## src/hw/rtl/assert_macros.svh

```systemverilog
// ---------------------------------------------------------------------------
// Assertion macros
// Clocked concurrent assertion wrappers, compiled out when ASSERT_OFF is set.
// ---------------------------------------------------------------------------
`ifndef ASSERT_MACROS_SVH
`define ASSERT_MACROS_SVH

`ifndef ASSERT_OFF

// property must hold at every clock edge outside reset
`define ASSERT_PROP(label, clk, rst_n, prop, msg) \
    label: assert property (@(posedge clk) disable iff (!rst_n) (prop)) \
        else $error(msg);

// expression must never be true outside reset
`define ASSERT_NEVER(label, clk, rst_n, expr, msg) \
    label: assert property (@(posedge clk) disable iff (!rst_n) !(expr)) \
        else $error(msg);

`else

`define ASSERT_PROP(label, clk, rst_n, prop, msg)
`define ASSERT_NEVER(label, clk, rst_n, expr, msg)

`endif

`endif

```

## src/hw/rtl/gspt_pkg.sv

```systemverilog
// ---------------------------------------------------------------------------
// gspt_pkg
// Item types and fixed codes for the grid slot position tracker.
// ---------------------------------------------------------------------------
package gspt_pkg;

    localparam int COORD_W  = 4;
    localparam int SAMPLE_W = 10;
    localparam int ACTION_W = 2;
    localparam int DRIVE_W  = 2;
    localparam int XNUDGE_W = 2;
    localparam int MOVE_W   = 2;
    localparam int CFG_IDX_W = 1;

    // actions
    localparam logic [ACTION_W-1:0] ACT_SAMPLE = 2'd0;
    localparam logic [ACTION_W-1:0] ACT_TARGET = 2'd1;
    localparam logic [ACTION_W-1:0] ACT_SET_X  = 2'd2;
    localparam logic [ACTION_W-1:0] ACT_SET_Y  = 2'd3;

    // drive commands (X: right/left, Y: up/down share the codes)
    localparam logic [DRIVE_W-1:0] DRV_STOP = 2'd0;
    localparam logic [DRIVE_W-1:0] DRV_FWD  = 2'd1;
    localparam logic [DRIVE_W-1:0] DRV_REV  = 2'd2;
    localparam logic [DRIVE_W-1:0] DRV_NONE = 2'd3;

    localparam logic [XNUDGE_W-1:0] XNUDGE_NONE  = 2'd0;
    localparam logic [XNUDGE_W-1:0] XNUDGE_RIGHT = 2'd1;
    localparam logic [XNUDGE_W-1:0] XNUDGE_LEFT  = 2'd2;

    localparam logic YNUDGE_NONE = 1'b0;
    localparam logic YNUDGE_UP   = 1'b1;

    localparam logic [MOVE_W-1:0] MV_RIGHT = 2'd0;
    localparam logic [MOVE_W-1:0] MV_LEFT  = 2'd1;
    localparam logic [MOVE_W-1:0] MV_UP    = 2'd2;
    localparam logic [MOVE_W-1:0] MV_DOWN  = 2'd3;

    // configuration register indexes
    localparam logic [CFG_IDX_W-1:0] REG_X_THRESHOLD = 1'd0;
    localparam logic [CFG_IDX_W-1:0] REG_Y_THRESHOLD = 1'd1;

    localparam logic [SAMPLE_W-1:0] X_THR_RESET = 10'd50;
    localparam logic [SAMPLE_W-1:0] Y_THR_RESET = 10'd100;

    typedef struct packed {
        logic [ACTION_W-1:0] action;
        logic [SAMPLE_W-1:0] x_sample;
        logic [SAMPLE_W-1:0] y_sample;
        logic [COORD_W-1:0]  coord_x;
        logic [COORD_W-1:0]  coord_y;
    } gspt_in_t;

    typedef struct packed {
        logic [DRIVE_W-1:0]  x_drive;
        logic [DRIVE_W-1:0]  y_drive;
        logic [XNUDGE_W-1:0] x_nudge;
        logic                y_nudge;
        logic [COORD_W-1:0]  x_now;
        logic [COORD_W-1:0]  y_now;
        logic                x_arrived;
        logic                y_arrived;
    } gspt_out_t;

endpackage

```

## src/hw/rtl/gspt_core.sv

```systemverilog
// ---------------------------------------------------------------------------
// gspt_core
// Tracker state and the single-pass step logic for one item.
// ---------------------------------------------------------------------------
`include "assert_macros.svh"

module gspt_core
    import gspt_pkg::*;
#(
    parameter int GRID_MAX = 15
)
(
    input  logic                clk,
    input  logic                rst_n,
    input  logic                step_en,
    input  gspt_in_t            item,
    input  logic [SAMPLE_W-1:0] x_threshold,
    input  logic [SAMPLE_W-1:0] y_threshold,
    output gspt_out_t           result
);

    localparam int POS_W = (GRID_MAX < 2) ? 1 : $clog2(GRID_MAX + 1);
    localparam int CMP_W = (POS_W > COORD_W) ? POS_W : COORD_W;
    localparam logic [CMP_W-1:0] GMAX_C = CMP_W'(GRID_MAX);
    localparam logic [POS_W-1:0] GMAX_P = POS_W'(GRID_MAX);

    logic [POS_W-1:0]   pos_x_reg, pos_x_next;
    logic [POS_W-1:0]   pos_y_reg, pos_y_next;
    logic [COORD_W-1:0] goal_x_reg, goal_x_next;
    logic [COORD_W-1:0] goal_y_reg, goal_y_next;
    logic               x_reached_reg, x_reached_next;
    logic               y_reached_reg, y_reached_next;
    logic               x_over_reg, x_over_next;
    logic               y_over_reg, y_over_next;
    logic               x_seen_reg, x_seen_next;
    logic               head_right_reg, head_right_next;
    logic               head_up_reg, head_up_next;
    logic [MOVE_W-1:0]  last_move_reg, last_move_next;

    always_comb
    begin
        logic [CMP_W-1:0]    px;
        logic [CMP_W-1:0]    py;
        logic [CMP_W-1:0]    gx;
        logic [CMP_W-1:0]    gy;
        logic [CMP_W-1:0]    cx;
        logic [CMP_W-1:0]    cy;
        logic [POS_W-1:0]    x_inc;
        logic [POS_W-1:0]    x_dec;
        logic [POS_W-1:0]    y_inc;
        logic [POS_W-1:0]    y_dec;
        logic [DRIVE_W-1:0]  xd;
        logic [DRIVE_W-1:0]  yd;
        logic [XNUDGE_W-1:0] xn;
        logic                yn;

        px = CMP_W'(pos_x_reg);
        py = CMP_W'(pos_y_reg);
        gx = CMP_W'(goal_x_reg);
        gy = CMP_W'(goal_y_reg);
        cx = CMP_W'(item.coord_x);
        cy = CMP_W'(item.coord_y);
        x_inc = (px >= GMAX_C) ? pos_x_reg : pos_x_reg + POS_W'(1);
        x_dec = (pos_x_reg == '0) ? pos_x_reg : pos_x_reg - POS_W'(1);
        y_inc = (py >= GMAX_C) ? pos_y_reg : pos_y_reg + POS_W'(1);
        y_dec = (pos_y_reg == '0) ? pos_y_reg : pos_y_reg - POS_W'(1);

        pos_x_next      = pos_x_reg;
        pos_y_next      = pos_y_reg;
        goal_x_next     = goal_x_reg;
        goal_y_next     = goal_y_reg;
        x_reached_next  = x_reached_reg;
        y_reached_next  = y_reached_reg;
        x_over_next     = x_over_reg;
        y_over_next     = y_over_reg;
        x_seen_next     = x_seen_reg;
        head_right_next = head_right_reg;
        head_up_next    = head_up_reg;
        last_move_next  = last_move_reg;
        xd = DRV_NONE;
        yd = DRV_NONE;
        xn = XNUDGE_NONE;
        yn = YNUDGE_NONE;

        case (item.action)
            ACT_SAMPLE:
            begin
                // drive commands come from the flags held before this item
                if (x_reached_reg)
                    xd = DRV_STOP;
                else
                    xd = head_right_reg ? DRV_FWD : DRV_REV;
                if (y_reached_reg)
                    yd = DRV_STOP;
                else if (x_reached_reg)
                    yd = head_up_reg ? DRV_FWD : DRV_REV;

                // X axis
                head_right_next = !(gx < px);
                x_reached_next  = (px == gx);
                if ((item.x_sample > x_threshold) && !x_reached_next)
                begin
                    if (!x_over_reg)
                    begin
                        if (head_right_next)
                        begin
                            pos_x_next     = x_inc;
                            last_move_next = MV_RIGHT;
                        end
                        else if (x_seen_reg)
                        begin
                            pos_x_next     = x_dec;
                            last_move_next = MV_LEFT;
                        end
                        if (CMP_W'(pos_x_next) == gx)
                        begin
                            xn = (last_move_next == MV_LEFT) ? XNUDGE_RIGHT : XNUDGE_LEFT;
                            x_reached_next = 1'b1;
                        end
                    end
                    x_seen_next = 1'b1;
                    x_over_next = 1'b1;
                end
                else if (!x_reached_next)
                begin
                    x_over_next = 1'b0;
                end

                // Y axis; a zero target also settles transiently at Y 1
                y_reached_next = (py == gy);
                if ((item.y_sample > y_threshold) && !y_reached_next)
                begin
                    if (!y_over_reg)
                    begin
                        if (head_up_reg)
                        begin
                            pos_y_next     = y_inc;
                            last_move_next = MV_UP;
                        end
                        else
                        begin
                            pos_y_next     = y_dec;
                            last_move_next = MV_DOWN;
                        end
                        if (CMP_W'(pos_y_next) == gy)
                        begin
                            yn = head_up_reg ? YNUDGE_NONE : YNUDGE_UP;
                            y_reached_next = 1'b1;
                        end
                        else if ((gy == '0) && (CMP_W'(pos_y_next) == CMP_W'(1)))
                        begin
                            y_reached_next = 1'b1;
                        end
                    end
                    y_over_next = 1'b1;
                end
                else if (!y_reached_next)
                begin
                    y_over_next = 1'b0;
                end
            end
            ACT_TARGET:
            begin
                goal_x_next    = item.coord_x;
                goal_y_next    = item.coord_y;
                x_reached_next = 1'b0;
                y_reached_next = 1'b0;
                x_over_next    = 1'b0;
                y_over_next    = 1'b0;
                // heading down: bump Y one slot first
                if (cy < py)
                begin
                    head_up_next = 1'b0;
                    pos_y_next   = y_inc;
                end
                else
                begin
                    head_up_next = 1'b1;
                end
            end
            ACT_SET_X:
            begin
                pos_x_next = (cx > GMAX_C) ? GMAX_P : POS_W'(cx);
            end
            ACT_SET_Y:
            begin
                pos_y_next = (cy > GMAX_C) ? GMAX_P : POS_W'(cy);
            end
            default:
            begin
                pos_x_next = pos_x_reg;
            end
        endcase

        result.x_drive   = xd;
        result.y_drive   = yd;
        result.x_nudge   = xn;
        result.y_nudge   = yn;
        result.x_now     = COORD_W'(CMP_W'(pos_x_next));
        result.y_now     = COORD_W'(CMP_W'(pos_y_next));
        result.x_arrived = x_reached_next;
        result.y_arrived = y_reached_next;
    end

    always_ff @(posedge clk or negedge rst_n)
    begin
        if (!rst_n)
        begin
            pos_x_reg      <= '0;
            pos_y_reg      <= '0;
            goal_x_reg     <= '0;
            goal_y_reg     <= '0;
            x_reached_reg  <= 1'b0;
            y_reached_reg  <= 1'b0;
            x_over_reg     <= 1'b0;
            y_over_reg     <= 1'b0;
            x_seen_reg     <= 1'b0;
            head_right_reg <= 1'b1;
            head_up_reg    <= 1'b1;
            last_move_reg  <= MV_RIGHT;
        end
        else if (step_en)
        begin
            pos_x_reg      <= pos_x_next;
            pos_y_reg      <= pos_y_next;
            goal_x_reg     <= goal_x_next;
            goal_y_reg     <= goal_y_next;
            x_reached_reg  <= x_reached_next;
            y_reached_reg  <= y_reached_next;
            x_over_reg     <= x_over_next;
            y_over_reg     <= y_over_next;
            x_seen_reg     <= x_seen_next;
            head_right_reg <= head_right_next;
            head_up_reg    <= head_up_next;
            last_move_reg  <= last_move_next;
        end
    end

    `ASSERT_NEVER(a_pos_in_grid, clk, rst_n, (pos_x_reg > GMAX_P) || (pos_y_reg > GMAX_P), "position beyond grid")
    `ASSERT_PROP(a_xnudge_arrives, clk, rst_n, (step_en && (result.x_nudge != XNUDGE_NONE)) |=> x_reached_reg, "X nudge without arrival")
    `ASSERT_PROP(a_seen_sticky, clk, rst_n, x_seen_reg |=> x_seen_reg, "slot-seen flag cleared")

endmodule

```

## src/hw/rtl/grid_slot_position_tracker.sv

```systemverilog
// ---------------------------------------------------------------------------
// grid_slot_position_tracker
// Two-axis gantry slot counter: sample and command items in, drive results out.
// ---------------------------------------------------------------------------
// One result item per accepted item, one item per clock sustained while out_stall
// stays low. An item is captured in the input register and worked through the step
// logic from there; on advance its result lands in the result register, where it
// can be taken. Tracker state updates as the item moves into the result register.
// out_stall reaches in_stall combinationally: the input stage stalls only while it
// is full and the result register is held.
`include "assert_macros.svh"

module grid_slot_position_tracker
    import gspt_pkg::*;
#(
    parameter int GRID_MAX = 15
)
(
    input  logic                 clk,
    input  logic                 rst_n,
    input  logic                 in_valid,
    output logic                 in_stall,
    input  gspt_in_t             in_item,
    output logic                 out_valid,
    input  logic                 out_stall,
    output gspt_out_t            out_item,
    input  logic                 cfg_valid,
    output logic                 cfg_ready,
    input  logic [CFG_IDX_W-1:0] cfg_index,
    input  logic [SAMPLE_W-1:0]  cfg_data
);

    logic                in_valid_reg, in_valid_next;
    gspt_in_t            in_item_reg;
    logic                out_valid_reg, out_valid_next;
    gspt_out_t           out_item_reg;
    logic [SAMPLE_W-1:0] x_thr_reg, x_thr_next;
    logic [SAMPLE_W-1:0] y_thr_reg, y_thr_next;
    logic                res_free;
    logic                advance;
    logic                in_take;
    gspt_out_t           step_result;

    assign res_free  = !out_valid_reg || !out_stall;
    assign advance   = in_valid_reg && res_free;
    assign in_stall  = in_valid_reg && !res_free;
    assign in_take   = in_valid && !in_stall;
    assign cfg_ready = 1'b1;
    assign out_valid = out_valid_reg;
    assign out_item  = out_item_reg;

    always_comb
    begin
        in_valid_next = in_valid_reg;
        if (in_take)
            in_valid_next = 1'b1;
        else if (advance)
            in_valid_next = 1'b0;

        out_valid_next = out_valid_reg;
        if (advance)
            out_valid_next = 1'b1;
        else if (res_free)
            out_valid_next = 1'b0;

        x_thr_next = x_thr_reg;
        y_thr_next = y_thr_reg;
        if (cfg_valid && cfg_ready)
        begin
            case (cfg_index)
                REG_X_THRESHOLD: x_thr_next = cfg_data;
                REG_Y_THRESHOLD: y_thr_next = cfg_data;
                default:         x_thr_next = x_thr_reg;
            endcase
        end
    end

    always_ff @(posedge clk or negedge rst_n)
    begin
        if (!rst_n)
        begin
            in_valid_reg  <= 1'b0;
            out_valid_reg <= 1'b0;
            x_thr_reg     <= X_THR_RESET;
            y_thr_reg     <= Y_THR_RESET;
        end
        else
        begin
            in_valid_reg  <= in_valid_next;
            out_valid_reg <= out_valid_next;
            x_thr_reg     <= x_thr_next;
            y_thr_reg     <= y_thr_next;
        end
    end

    always_ff @(posedge clk)
    begin
        if (in_take)
            in_item_reg <= in_item;
        if (advance)
            out_item_reg <= step_result;
    end

    gspt_core #(
        .GRID_MAX (GRID_MAX)
    ) u_core (
        .clk         (clk),
        .rst_n       (rst_n),
        .step_en     (advance),
        .item        (in_item_reg),
        .x_threshold (x_thr_reg),
        .y_threshold (y_thr_reg),
        .result      (step_result)
    );

    `ASSERT_PROP(a_take_fills_input, clk, rst_n, in_take |=> in_valid_reg, "accepted item not held")
    `ASSERT_PROP(a_advance_fills_result, clk, rst_n, advance |=> out_valid_reg, "stepped item lost")
    `ASSERT_NEVER(a_no_overwrite, clk, rst_n, in_valid_reg && !advance && !in_stall, "input stage open while full")

endmodule

```

## config.mk

```make
export PLATFORM = sky130hd
export DESIGN_NAME = grid_slot_position_tracker
export DESIGN_NICKNAME = d
export VERILOG_FILES = /design/src/hw/rtl/gspt_pkg.sv /design/src/hw/rtl/gspt_core.sv /design/src/hw/rtl/grid_slot_position_tracker.sv
export VERILOG_INCLUDE_DIRS = /design/src /design/src/hw/rtl
export SDC_FILE = /design/constraint.sdc
export NUM_CORES = 1
export LEC_CHECK = 0
export ABC_AREA = 1
export ABC_CLOCK_PERIOD_IN_PS = 2400
export BUFFER_PORTS_ARGS = -buffer_cell sky130_fd_sc_hd__buf_2
export CORE_MARGIN = 2
export CORE_UTILIZATION = 55
export CTS_CLUSTER_SIZE = 24
export DETAILED_ROUTE_END_ITERATION = 7
export GPL_TIMING_DRIVEN = 0
export MAX_ROUTING_LAYER = met4
export PLACE_DENSITY = 0.81
export SYNTH_ARGS = -nofsm -noshare
export SYNTH_HDL_FRONTEND = slang
export SYNTH_SLANG_ARGS = --single-unit
```

## constraint.sdc

```tcl
create_clock -name clk -period 2.4 [get_ports clk]
set_clock_uncertainty 0.15 [all_clocks]
set_input_delay 0 -clock clk [delete_from_list [all_inputs] [get_ports clk]]
set_output_delay 0 -clock clk [all_outputs]
set_load 0.01 [all_outputs]
```

==> flow_summary.toml, run 1 <==
[die]
floorplan.die.width_um = 102
ioPinCount = 66
core_region_area_um2 = 9280
initial_core_util = 0.570
dieArea_um2 = 10400
floorplan.die.height_um = 102
rows = 35

[pwr]
part_of_the_power_in_combinational_logic = 0.500
power_leakage_nw = 3.20
power.share.switching = 0.446
power.density_nw_per_um2 = 1020
sequentialPowerShare = 0.346
power_internal_w = 0.00369
fin_total_pwr_w = 0.00667
clock_power_share = 0.154
switching_power_w = 0.00298
ir_worst_vdd_uv = 418

[timing]
setup_viol_count_final = 0
report.final.hold_viol_count = 0
final_min_period_over_clock_period = 0.947
fin_crit_ns = 2.27
maxSlewViolCount = 0
totalNegativeSetupSlack_ns = 0
achievable-frequency_mhz = 440
worst_slew_margin_relative_to_its_limit = 0.203
worst_case_setup_margin_in_the_final_layout_ns = 0.128
max_slew.worst_pin.slew_ns = 1.19

[logic_synthesis]
post_synth.cell_area_avg_um2 = 8.36
leading_cell_types_by_count_after_synthesis = "nand2_1, inv_1, nand3_1"
synth-edff-count = 47
number_of_distinct_standard_cells_referenced_by_the_synthesized_netlist = 45
yosys.cell_count.top_type = "nand2_1"
yosysWarningCount = 0
ys_seq_area_frac = 0.491
postSynth.asyncResetShare = 0.500
synth_largest_area_cell = "edfxtp_1"
yosys.area.top_type_share = 0.267
top_cells_by_area_in_the_synthesized_netlist = "edfxtp_1, dfrtp_1, nand2_1, ha_1, inv_1"
synth.net_count = 710
post_synth_inst_count = 633
syn_area_um2 = 5290
postSynthRegisterBits = 94
synth_ff_type = "edfxtp_1"

[place]
finalWeightedCongestion = 0.957
place.detailed.hpwl_um = 8740
numPortBuffers = 64
post_place_worst_slack_ns = -0.0108

[setup_path]
critical_path_data_required_time_ns = 2.47
r2r_setup_slack_ns = 0.13
cp_max_fo = 3
r2r-end = "out_item[12]"
critical_path.endpoint_type = "register"
worst_ep_arrival_time_ns = 2.34
criticalPathCategory = "reg -> reg"
timing.reg2reg.worst_path_depth = 10
worst_setup_path_start_kind = "register"
worstReg2RegStart = "x_thr_reg[5]"

[route]
route.detailed.vias_per_inst = 5.28
drt_first_pass_iters = 5
initialDrtViolationCount = 297
avgRoutedWirePerCell_um = 14.6
total_number_of_vias = 4719
postRouteWirelength_um = 13100
route.detailed.drc = 0
detail-route-antenna-nets = 0

[clocking]
cts_buffer_depth = 2
cts.clk_slew.worst_paths_ns = 0.11
insertion_delay_ns = 0.37
tritoncts = "built"
total_clock_sinks = 94
clock_tree.root_cell = "clkbuf_8"
cts.htree.levels = 3
cts_buffers = 9

[global_route]
grtUsageTotal = 0.268
first_global_vias = 4584
grt_start_max_net_pins = 48
gr-total-overflow = 0
antenna_found_initial = 0
grt_first_pass_wirelength_um = 21100

[layout]
utilization = 0.702
number_of_flip_flops_under_the_largest_register_name = 30
multi_input_comb_area_um2 = 2290
syn2layout_area_growth_pct = 23.2
drive_above_1_share = 0.207
fillers = 732
num-nets-final = 836
ff_latch_area_um2 = 2600
n_antenna_cell = 0

[hold_path]
hold_path_end = "x_thr_reg[1]"
timing.hold.worst.start = "cfg_valid"
min_delay_path_depth = 5
hold_path.class = "in -> reg"

[outcome]
outcome = "finished clean"

[flow_run]
number_of_max_cap_violations = 0
## critical path: stages, from the launching register on
cell,delay (ns)
dfstp_2,0.56
inv_1,0.05
ha_1,0.29
nand2_1,0.09
nor2_2,0.13
o211ai_1,0.12
nand3_2,0.14
nand4_1,0.14
nor3_2,0.24
nand3_2,0.12
nor2_1,0.11
## layout make-up
cell class                      count  share of cell area
Tap cell                          129              0.0248
Clock inverter                      7             0.00941
Clock buffer                        9              0.0190
Timing Repair Buffer              115               0.125
Sequential cell                    94               0.400
Buffer                             15              0.0144
Multi-Input combinational cell    432               0.352
Inverter                           92              0.0555
## power by group through the flow
stage                     Combinational, W  Sequential [W]  Clock (W)
after global routing               0.00375         0.00234    0.00109
after floorplan                    0.00230         0.00229          0
after global placement             0.00293         0.00232          0
final                              0.00334         0.00231    0.00103
after CTS                          0.00309         0.00230    0.00103
after detailed placement           0.00301         0.00233          0
## kinds of logic after synthesis
kind of cell	after synthesis	share of synthesized area
flops	94	0.491
xor+xnor	5	0.00828
fa+ha+maj	31	0.0733
simple gates	318	0.264
buf+inv	107	0.0842
compound gates	77	0.0788
other cells	1	0.000709
## layer usage
layer	up-vias	track usage	routed length [um]
met5	-	-	0
met4	0	0.0954	337
met2	198	0.450	6430
met1	2182	0.339	5580
met3	38	0.0308	716
li1	2301	-	-
## metrics by stage
step | area (um^2) | instances | hold slack (ns)
floorplan | 5290 | 633 | -0.446
finish | 6510 | 893 | 0.0322
CTS | 6410 | 887 | 0.0234
global placement | 5770 | 826 | 0.0264
global route | 6510 | 893 | 0.123
detailed placement | 5770 | 826 | 0.0281
## cells in the final DEF, fill, tap and decap left out, drive strengths merged, types with 2 or more instances in the layout
cell type    count
dlygate4sd3     45
nand3           56
clkinv           3
nor3             2
nand3b           2
ha              31
dfrtp           39
o21ai           52
nand4            6
edfxtp          47
and2             2
clkbuf          13
dfstp            8
inv             95
xnor2            3
nor2            40
a21oi           18
xor2             2
nand2          208
buf             81
## how the worst max path moves through the flow
| stage | startpoint | endpoint | depth (start not counted) | slack, ns |
|---|---|---|---|---|
| after floorplan | y_thr_reg[6] | out_item[0] | 13 | 0.28 |
| after global placement | x_thr_reg[5] | out_item[9] | 11 | 0.02 |
| after detailed placement | x_thr_reg[5] | out_item[9] | 11 | -0.01 |
| after CTS | x_thr_reg[5] | out_item[9] | 11 | 0.008 |
| after global routing | x_thr_reg[5] | u_core.pos_x_reg[3] | 13 | -0.006 |
| final | x_thr_reg[5] | out_item[12] | 10 | 0.13 |
## repair_timing
action / CTS / global route
gates cloned: 0 / 0
hold endpoints to repair: 91 / 0
hold buffers: 45 / 0
pin swaps: 0 / 7
endpoints found under the setup margin: 9 / 24
setup buffers: 0 / 6
resized for setup: 3 / 21
Power figures use the tool's default switching activity.
==> run 2, diff against run 1 <==
- ABC_AREA: 1 -> not set
- PLACE_DENSITY: 0.81 -> 0.82
==> flow_summary.toml, run 2 <==
[logic_synthesis]
post_synth_inst_count = 475
synth-edff-count = 47
postSynthRegisterBits = 94
post_synth.cell_area_avg_um2 = 10.6
synth_largest_area_cell = "edfxtp_1"
number_of_distinct_standard_cells_referenced_by_the_synthesized_netlist = 57
syn_area_um2 = 5050
yosys.area.top_type_share = 0.279
synth_ff_type = "edfxtp_1"
yosysWarningCount = 0
postSynth.asyncResetShare = 0.500
synth.net_count = 552
leading_cell_types_by_count_after_synthesis = "edfxtp_1, inv_1, o21ai_0"
ys_seq_area_frac = 0.514
top_cells_by_area_in_the_synthesized_netlist = "edfxtp_1, dfrtp_1, ha_1, mux2_2, dfstp_2"
yosys.cell_count.top_type = "edfxtp_1"

[route]
total_number_of_vias = 4766
detail-route-antenna-nets = 0
avgRoutedWirePerCell_um = 21.0
postRouteWirelength_um = 15700
route.detailed.vias_per_inst = 6.37
initialDrtViolationCount = 467
route.detailed.drc = 0
drt_first_pass_iters = 5

[timing]
worst_slew_margin_relative_to_its_limit = 0.273
maxSlewViolCount = 0
totalNegativeSetupSlack_ns = -6.85
achievable-frequency_mhz = 339
grt_setup_unrepaired = "true"
final_min_period_over_clock_period = 1.23
fin_crit_ns = 2.95
setup_viol_count_final = 24
final.hold.worst_slack_ns = 0.0210
report.final.hold_viol_count = 0
max_slew.worst_pin.slew_ns = 1.09
worst_case_setup_margin_in_the_final_layout_ns = -0.551

[setup_path]
critical_path.endpoint_type = "register"
worst_ep_arrival_time_ns = 2.89
cpPeakStageDelay_ns = 0.46
path_cells = "inv_4 -> ha_4 -> nor2b_4 -> o31a_1 -> buf_6 -> o21ai_4 -> o32a_1 -> a21oi_2 -> o211ai_1 -> a31oi_2"
cp_max_fo = 4
cp.buffers_inverters = 2
critical_path_data_required_time_ns = 2.33
worst_setup_path_start_kind = "register"
criticalPathCategory = "reg -> reg"
critical-path-top-delay-family = "compound AO/OA/AOI/OAI gates"
master_of_the_slowest_instance_on_the_critical_path = "dfrtp_2"

[clocking]
insertion_delay_ns = 0.38
clock_tree.root_cell = "clkbuf_8"
cts.htree.levels = 3
cts_buffer_depth = 2
total_clock_sinks = 94
cts_buffers = 9
tritoncts = "built"
cts.clk_slew.worst_paths_ns = 0.10

[die]
initial_core_util = 0.574
rows = 34
floorplan.die.height_um = 99.8
floorplan.die.width_um = 99.8
core_region_area_um2 = 8810
ioPinCount = 66
dieArea_um2 = 9970

[layout]
multi_input_comb_area_um2 = 2780
fillers = 461
n_antenna_cell = 0
layoutNonFillerInstCount = 748
syn2layout_area_growth_pct = 40.3
drive_above_1_share = 0.375
number_of_flip_flops_under_the_largest_register_name = 30
mostFrequentLayoutCells = "buf_2, dlygate4sd3_1, edfxtp_1, dfrtp_1, nand2_1"
ff_latch_area_um2 = 2600
final_common_cell = "buf_2"
num-nets-final = 712

[place]
post_place_worst_slack_ns = -0.721
finalWeightedCongestion = 0.925
place.detailed.hpwl_um = 8470
numPortBuffers = 64
post_placement_cell_count = 647

[pwr]
ir_worst_vdd_uv = 538
fin_total_pwr_w = 0.00727
power.density_nw_per_um2 = 1030
power_leakage_nw = 2.91

[global_route]
antenna_found_initial = 0
grt_first_pass_wirelength_um = 22500
grt_start_max_net_pins = 48
gr-total-overflow = 0
grtUsageTotal = 0.298
first_global_vias = 4603

[flow_run]
number_of_max_cap_violations = 0

[hold_path]
hold_path.class = "in -> reg"

[outcome]
violations = "setup timing"
outcome = "finished with violations"
run 2: changes by cell type in the layout (fill, tap and decap cells not counted), moves of 9 or more:
| cell | before | now |
|---|---|---|
| buf_4 | 8 | 30 |
| buf_6 | 3 | 13 |
| ha_1 | 30 | 18 |
| ha_4 | 0 | 11 |
| inv_1 | 80 | 33 |
| mux2_2 | 0 | 21 |
| nand2_1 | 200 | 36 |
| nand3_1 | 49 | 7 |
| nor2_1 | 30 | 21 |
| o21ai_0 | 45 | 28 |
run 2: path summary, 6_finish.rpt:
path | start | endpoint | slack (ns) | cells after the start
max | u_core.pos_x_reg[1] | out_item[1] | -0.55 | 10
min | cfg_index | x_thr_reg[9] | 0.02 | 5
max reg2reg | u_core.pos_x_reg[1] | out_item[1] | -0.55 | 10
min reg2reg | u_core.head_right_reg | u_core.head_right_reg | 0.36 | 2
max in group asynchronous | rst_n | u_core.pos_x_reg[1] | 1.12 | 2
min in group asynchronous | rst_n | y_thr_reg[3] | 0.25 | 2
run 2: timing repair:
item,in CTS,in global routing
resized for setup,78,53
hold buffers,47,0
pin swaps,38,37
hold endpoints to repair,91,0
endpoints found under the setup margin,25,25
buffers inserted,30,13
run 2: final cells by class:
cell class,count,area share
Inverter,41,0.0228
Buffer,18,0.0159
Multi-Input combinational cell,320,0.391
Clock inverter,5,0.00476
Timing Repair Buffer,151,0.160
Sequential cell,94,0.367
Clock buffer,11,0.0199
Tap cell,108,0.0191
run 2: kinds of logic (layout without fill, tap and decap cells):
logic type	count (synthesis)	count (layout)	synth area share
flops	94	94	0.514
buf+inv	61	226	0.0466
xor+xnor	9	9	0.0156
mux	28	28	0.0632
fa+ha+maj	31	31	0.0768
simple gates	119	119	0.114
compound gates	132	132	0.169
other cells	1	1	0.000742
run 2: power by group:
group	internal (W)	total [W]	switching, W
Combinational	0.00182	0.00397	0.00215
Sequential	0.00203	0.00229	0.000263
Clock	0.000409	0.00101	0.000599
run 2: through the flow:
stage | instance area [um^2] | utilization
after floorplan | 5140 | -
after global placement | 5590 | 0.635
after detailed placement | 5590 | 0.635
after CTS | 6800 | 0.772
after global routing | 7090 | 0.805
final | 7090 | 0.805
run 2: metal layers:
layer	vias up	global-route usage	part of all wire
li1	2071	-	-
met1	2276	0.350	0.36
met2	313	0.519	0.50
met3	106	0.0571	0.080
met4	0	0.0980	0.053
met5	-	-	0
run 2: worst min-delay path: stages:
cell	delay (ns)
buf_2	0.09
nor2b_1	0.04
clkbuf_1	0.19
nand2_1	0.11
o21ai_0	0.06
==> run 3, diff against run 2 <==
- CORE_MARGIN: 2 -> not set
==> flow_summary.toml, run 3 (synthesized netlist as in run 2, its figures left out) <==
[outcome]
outcome = "finished with violations"
violations = "DRC, setup timing"

[timing]
max_slew.worst_pin.slew_ns = 1.13
report.final.hold_viol_count = 0
totalNegativeSetupSlack_ns = -6.69
worst_slew_margin_relative_to_its_limit = 0.245
worst_case_setup_margin_in_the_final_layout_ns = -0.504
final.hold.worst_slack_ns = 0.0426
final_min_period_over_clock_period = 1.21
maxSlewViolCount = 0
fin_crit_ns = 2.90
setup_viol_count_final = 25
achievable-frequency_mhz = 344
grt_setup_unrepaired = "true"

[pwr]
power.share.switching = 0.417
power.density_nw_per_um2 = 1040
power_leakage_nw = 2.95
power_internal_w = 0.00433
clock_power_share = 0.133
part_of_the_power_in_combinational_logic = 0.558
sequentialPowerShare = 0.309
switching_power_w = 0.00310
ir_worst_vdd_uv = 479

[die]
initial_core_util = 0.574
rows = 34
ioPinCount = 66
floorplan.die.height_um = 97.8
core_region_area_um2 = 8810
floorplan.die.width_um = 97.8
dieArea_um2 = 9570

[clocking]
cts.htree.levels = 3
tritoncts = "built"
cts_buffer_depth = 2
total_clock_sinks = 94
cts.clk_slew.worst_paths_ns = 0.09
clock_tree.root_cell = "clkbuf_8"
insertion_delay_ns = 0.36
cts_buffers = 9

[global_route]
grt_first_pass_wirelength_um = 22800
antenna_found_initial = 0
first_global_vias = 4606
gr-total-overflow = 0
grt_start_max_net_pins = 48
grtUsageTotal = 0.315

[route]
detail-route-antenna-nets = 0
route.detailed.vias_per_inst = 6.37
initialDrtViolationCount = 466
route.detailed.drc = 7
drt_first_pass_iters = 8
avgRoutedWirePerCell_um = 21.3
postRouteWirelength_um = 16000
total_number_of_vias = 4770

[layout]
syn2layout_area_growth_pct = 42.0
num-nets-final = 713
mostFrequentLayoutCells = "buf_2, edfxtp_1, dlygate4sd3_1, nand2_1, dfrtp_1"
layoutNonFillerInstCount = 749
ff_latch_area_um2 = 2600
number_of_flip_flops_under_the_largest_register_name = 30
fillers = 439
drive_above_1_share = 0.396
final_common_cell = "buf_2"
multi_input_comb_area_um2 = 2850
n_antenna_cell = 0

[setup_path]
cpPeakStageDelay_ns = 0.46
worst_setup_path_start_kind = "register"
master_of_the_slowest_instance_on_the_critical_path = "dfrtp_1"
critical_path_data_required_time_ns = 2.43
criticalPathCategory = "reg -> reg"
path_cells = "inv_4 -> ha_4 -> o21a_1 -> o31a_1 -> nor3_4 -> or3_4 -> a221oi_2 -> o211ai_1 -> nor4_2"
worst_ep_arrival_time_ns = 2.93
critical_path.endpoint_type = "register"
cp_max_fo = 4

[place]
place.detailed.hpwl_um = 8470
post_placement_cell_count = 647
numPortBuffers = 64
post_place_worst_slack_ns = -0.644
finalWeightedCongestion = 0.919

[hold_path]
hold_path.class = "in -> reg"

[flow_run]
number_of_max_cap_violations = 0
run 3: worst paths after layout:
path | from | to | slack (ns) | cells past startpoint
max | u_core.pos_x_reg[3] | out_item[11] | -0.50 | 9
min | cfg_index | x_thr_reg[4] | 0.04 | 5
max reg2reg | u_core.pos_x_reg[3] | out_item[11] | -0.50 | 9
min reg2reg | in_valid_reg | out_valid | 0.36 | 1
max in group asynchronous | rst_n | u_core.goal_x_reg[3] | 1.08 | 2
min in group asynchronous | rst_n | y_thr_reg[4] | 0.25 | 2
run 3: layer usage:
layer,part of all wire,global-route usage
met1,0.36,0.361
met2,0.51,0.549
met3,0.078,0.0429
met4,0.052,0.145
met5,0,-
run 3: per-stage QoR:
step                cell area, um^2  utilization  total power (W)
global placement               5590        0.635          0.00460
global route                   7170        0.815          0.00773
finish                         7170        0.815          0.00743
CTS                            6770        0.769          0.00649
floorplan                      5140            -          0.00406
detailed placement             5590        0.635          0.00470
run 3: critical path, delay by kind of cell (launching register included):
| family | cells | cell delay [ns] |
|---|---|---|
| fa+ha+maj | 1 | 0.27 |
| simple gates | 3 | 0.78 |
| flops | 1 | 0.46 |
| buf+inv | 1 | 0.07 |
| compound gates | 4 | 0.99 |
run 3: repair_timing:
action                                 CTS  global route
endpoints found under the hold margin   91             0
gates resized for setup                 83            66
hold buffers                            44             0
setup endpoints to repair               25            25
pin swaps                               35            35
setup buffers                           28            23
run 3: area by class of cell:
cell class	count	area share
buffer	17	0.0136
clock buffer	10	0.0178
timing repair buffer	153	0.161
multi-input combinational	320	0.397
clock inverter	6	0.00645
inverter	41	0.0227
tap	108	0.0188
sequential	94	0.363
run 3: power groups by stage:
stage | sequential (W) | clock [W] | combinational (W)
2_1_floorplan | 0.00223 | 0 | 0.00183
3_3_place_gp | 0.00226 | 0 | 0.00234
3_5_place_dp | 0.00227 | 0 | 0.00243
4_1_cts | 0.00224 | 0.000972 | 0.00327
5_1_grt | 0.00233 | 0.00103 | 0.00437
6_report | 0.00230 | 0.000985 | 0.00415
